$ cat src/rtl/stpe_pkg.sv
`timescale 1ns / 1ps

package stpe_pkg;

    localparam int PHASE_BITS = 16;
    localparam int FRAC_BITS  = 8;
    localparam int TURN_BITS  = 32;
    localparam int OUT_W      = 19;
    localparam int ISQ_STEPS  = 31;

    // stage counts of the three units
    localparam int COS_LAT  = 8;
    localparam int FR_LAT   = 2 + ISQ_STEPS;
    localparam int SC_LAT   = 3;
    localparam int PIPE_LAT = COS_LAT + FR_LAT + SC_LAT;

    localparam logic [30:0] ONE_Q      = 31'h4000_0000;
    localparam logic [30:0] PI_HALF    = 31'd1686629713;
    localparam logic [31:0] THIRD_TURN = 32'h5555_5555;
    localparam logic [31:0] TWO_Q      = 32'h8000_0000;

    // Taylor coefficients in Q30, truncated
    localparam logic [30:0] C2    = 31'((64'd1 << 30) / 64'd2);
    localparam logic [30:0] C6    = 31'((64'd1 << 30) / 64'd6);
    localparam logic [30:0] C24   = 31'((64'd1 << 30) / 64'd24);
    localparam logic [30:0] C120  = 31'((64'd1 << 30) / 64'd120);
    localparam logic [30:0] C720  = 31'((64'd1 << 30) / 64'd720);
    localparam logic [30:0] C5040 = 31'((64'd1 << 30) / 64'd5040);

    // exact floor division of a 30-bit value by 8! and 9! via reciprocal
    localparam int          R8_SH = 46;
    localparam int          R9_SH = 49;
    localparam logic [30:0] R8_M  = 31'(((64'd1 << R8_SH) + 64'd40319) / 64'd40320);
    localparam logic [30:0] R9_M  = 31'(((64'd1 << R9_SH) + 64'd362879) / 64'd362880);

    localparam int          RND_SH      = 38 - FRAC_BITS;
    localparam logic [49:0] RND_HALF    = 50'd1 << (RND_SH - 1);
    localparam logic [49:0] OUT_MAX     = 50'((64'd1 << (OUT_W - 1)) - 64'd1);
    localparam logic [49:0] OUT_MIN_MAG = 50'(64'd1 << (OUT_W - 1));

    // sign and magnitude of a Q30 value
    typedef struct packed {
        logic        neg;
        logic [30:0] mag;
    } sm_t;

    function automatic logic [30:0] mul_q30(input logic [30:0] a, input logic [30:0] b);
        logic [61:0] p;
        p = a * b;
        return p[60:30];
    endfunction

endpackage

$ cat src/rtl/stpe_scale.sv
`timescale 1ns / 1ps

module stpe_scale import stpe_pkg::*; (
    input  logic             aclk,
    input  logic             en,
    input  sm_t              base,
    input  sm_t              fac,
    input  logic [15:0]      radius,
    output logic [OUT_W-1:0] coord
);

    logic [32:0]      m_reg;
    logic             neg1_reg;
    logic [49:0]      m2_reg;
    logic             neg2_reg;
    logic [OUT_W-1:0] coord_reg;

    logic [31:0]      av;
    logic [62:0]      p1;
    logic [49:0]      p2;
    logic [49:0]      lim;
    logic [OUT_W-1:0] sat;

    always_comb begin
        av  = base.neg ? (TWO_Q - {1'b0, base.mag}) : (TWO_Q + {1'b0, base.mag});
        p1  = av * fac.mag;
        p2  = m_reg * radius + RND_HALF;
        if (neg2_reg) begin
            lim = (m2_reg > OUT_MIN_MAG) ? OUT_MIN_MAG : m2_reg;
            sat = OUT_W'(50'd0 - lim);
        end else begin
            lim = (m2_reg > OUT_MAX) ? OUT_MAX : m2_reg;
            sat = lim[OUT_W-1:0];
        end
    end

    always_ff @(posedge aclk) begin
        if (en) begin
            m_reg     <= p1[62:30];
            neg1_reg  <= fac.neg;
            m2_reg    <= p2 >> RND_SH;
            neg2_reg  <= neg1_reg;
            coord_reg <= sat;
        end
    end

    assign coord = coord_reg;

endmodule

$ cat config.mk
export PLATFORM = sky130hd
export DESIGN_NAME = stpe_scale
export DESIGN_NICKNAME = d
export VERILOG_FILES = /design/src/rtl/stpe_pkg.sv /design/src/rtl/stpe_scale.sv
export SDC_FILE = /design/constraint.sdc
export NUM_CORES = 2
export LEC_CHECK = 0
export BUFFER_PORTS_ARGS = -buffer_cell sky130_fd_sc_hd__buf_2
export CORE_MARGIN = 1
export CORE_UTILIZATION = 65
export CTS_CLUSTER_DIAMETER = 200
export DETAILED_ROUTE_END_ITERATION = 8
export GPL_ROUTABILITY_DRIVEN = 0
export GPL_TIMING_DRIVEN = 0
export PLACE_DENSITY_LB_ADDON = 0.2
export SLEW_MARGIN = 10
export SYNTH_ARGS = -nofsm -noshare
export SYNTH_HDL_FRONTEND = slang
export SYNTH_SLANG_ARGS = --single-unit
$ cat constraint.sdc
create_clock -name aclk -period 11 [get_ports aclk]
set_clock_uncertainty 0.2 [all_clocks]
set_input_delay 0.55 -clock aclk [delete_from_list [all_inputs] [get_ports aclk]]
set_output_delay 0.55 -clock aclk [all_outputs]
set_load 0.01 [all_outputs]
==> results.toml <==
[global_route]
busiest_layer = "met2"
grt_first_pass_wirelength_um = 239600
grtUsageMet3_pct = 14.97
grtUsageMet1_pct = 51.53
grt_use_met2_pct = 62.67
grt_max_degree = 54
grt.overflow.total = 0
grt_pass1_vias = 41090
antenna_found_initial = 15
grtUsageTotal_pct = 41.31

[synth]
synthSimpleGateAreaFrac_pct = 17.19
synth_top_family_by_area = "adder cells"
synth_enable_flop_cells = 74
ys_types = 68
syn_area_per_cell_um2 = 9.176
postSynthNetCount = 7311
async_flop_share_pct = 0
synth_area_leaders = "fa_1 51%, ha_1 10%, inv_1 9.3%, and2_1 8.4%, nand2_1 6.8%"
synth_most_common_cell = "fa_1"
ys.flop_type = "edfxtp_1"
seq_area_frac_synth_pct = 4.382
syn_area_mm2 = 0.05071
synth.ff_latch_count = 74
yosysTopAreaCell = "fa_1"
ys_warn_count = 0
synth_adder_area_share_pct = 61.22
synth_top_area_share_pct = 51.21
syn_inst = 5526
synth_commonest_cells = "1297 x fa_1, 1253 x inv_1, 921 x nand2_1, 679 x and2_1, 406 x ha_1"
synth_compound_area_share_pct = 4.234
synthMuxAreaShare_pct = 0.04195
synth_xor_area_share_pct = 1.468

[detailed_routing]
vias = 39420
firstDrtPassIters = 6
wirelength_um = 157000
drt_first_iter_violations = 3997
wl_per_cell_um = 23.46
route.detailed.drc = 0
drt.antenna.violating_nets = 0
viasPerCell = 5.888

[die]
coreArea_mm2 = 0.07734
fp.dieW_um = 281.3
num_rows = 102
fp.dieH_um = 281.3
initial_utilization_pct = 65.56
io_pins = 101
die_area_mm2 = 0.07913

[hold_path]
min_path_type = "primary input to register"

[clocking]
cts_sinks = 74
ctsLongestPathBuffers = 2
cts_tree = "built"
worstSkewPairLatency_ps = 370
cts-root-buf = "clkbuf_16"
numCtsBuffers = 9
htreeDepth = 3
clk_pin_slew_ps = 60

[worst_setup_path]
crit_path_max_fanout = 10
cp_common_cell = "fa_1"
cp.arrival_ps = 10620
slowest_stage = "clkbuf_1"
reg2reg_setup_slack_ps = 3030
start_kind = "primary input"
cp_slowest_stage_delay_ps = 780
worstSetupPathType = "primary input to register"
required_ps = 10900
crit_path_end_kind = "register"

[layout]
fillers = 6195
register_area_mm2 = 0.002222
final_cells = 6695
postLayoutCoreUtil_pct = 68.43
multi_input_area_mm2 = 0.04269
drive_gt1_share_pct = 2.959
syn_to_final_growth_pct = 4.375
largest_reg_flops = 33
finalNetCount = 7424

[sta]
tightest_slew_ps = 1217
relSlewSlack_pct = 18.87
drv_slew = 0
max_freq_mhz = 93.33
fin_ws_ps = 285.6
rsz0062_at_grt = "true"
post-route-period-util_pct = 97.40
period_minus_slack_ps = 10710
worst_hold_slack_ps = 172.0
final_hold_viol_count = 0
setup_violations = 0

[placement]
place_hpwl_um = 133900
post-place-ws_ps = -593.8
io_buffers = 99
place_inst = 6666

[run]
maxCapViolations = 0

[run_status]
status = "finished clean"
final timing paths:
check,end,cells past startpoint,startpoint
worst min-delay path,neg1_reg,1,fac[31]
worst min register to register,neg2_reg,0,neg1_reg
worst max register to register,m2_reg[10],22,m_reg[21]
worst max-delay path,m_reg[29],31,base[0]
metrics by stage:
stage               area [um^2]  setup TNS (ps)
detailed placement        52530           -4207
CTS                       52830               0
floorplan                 50710               0
global placement          52500           -2871
global route              52910          -77.36
finish                    52930               0
critical path: cells and delay by family:
family,cells,cell delay [ps]
fa+ha+maj,10,4670
compound gates,7,1930
buf+inv,6,1550
simple gates,6,1410
xor+xnor,2,460
routing by layer:
metal  routed length, um  vias to the layer above
met5                 163                        -
met4               11130                        8
met3               22630                      656
met2               67820                     2823
met1               55300                    19530
li1                    -                    16410
cell usage in the layout (no fill, tap or decap), types with 6 or more instances in the layout:
cell type,synthesis,final
diode_2,0,12
clkbuf_16,0,9
ha_1,406,406
inv_1,1253,1253
a31oi_1,11,11
nor2_1,46,46
o211ai_1,10,10
o21a_1,10,10
buf_2,5,106
nand3_1,27,27
a211oi_1,9,9
o21ai_0,72,70
nand4_1,19,19
a41oi_1,6,6
o21bai_1,11,11
fa_1,1297,1297
or3_1,9,9
a21o_1,45,45
clkbuf_2,0,15
and2_1,679,679
nand2b_1,13,13
xnor2_1,61,60
edfxtp_1,74,74
xor2_1,24,24
o31ai_1,17,17
nor2b_1,12,12
nor3_1,24,23
and3_1,10,10
clkbuf_1,283,261
buf_4,0,6
nand2_1,921,921
a21oi_1,105,105
logic make-up (layout without fill, tap and decap cells):
group                      Yosys count  after routing
AOI/OAI and AO/OA                  336            336
xor gates and xnor gates            85             85
adders and majority gates         1703           1703
buffers and inverters             1544           1661
DFF                                 74             74
muxes                                2              2
other                                0             12
and+or+nand+nor                   1782           1782
cell type report:
cell class / count / share of cell area (%)
Antenna cell: 12 / 0.05674
Timing Repair Buffer: 102 / 1.021
Clock inverter: 6 / 0.1229
Inverter: 1253 / 8.887
Clock buffer: 9 / 0.4255
Buffer: 291 / 2.161
Tap cell: 1040 / 2.459
Sequential cell: 74 / 4.199
Multi-Input combinational cell: 3908 / 80.67
timing repair:
item | 4_1_cts | 5_1_grt
hold buffers | 0 | 0
resized for setup | 8 | 56
endpoints found under the setup margin | 3 | 20
pin swaps | 0 | 0
gates cloned | 0 | 0
buffers inserted | 0 | 2
Power is left out: the tool's default activity adds up to more than one toggle a clock period on the data nets, which glitch-free logic cannot reach.
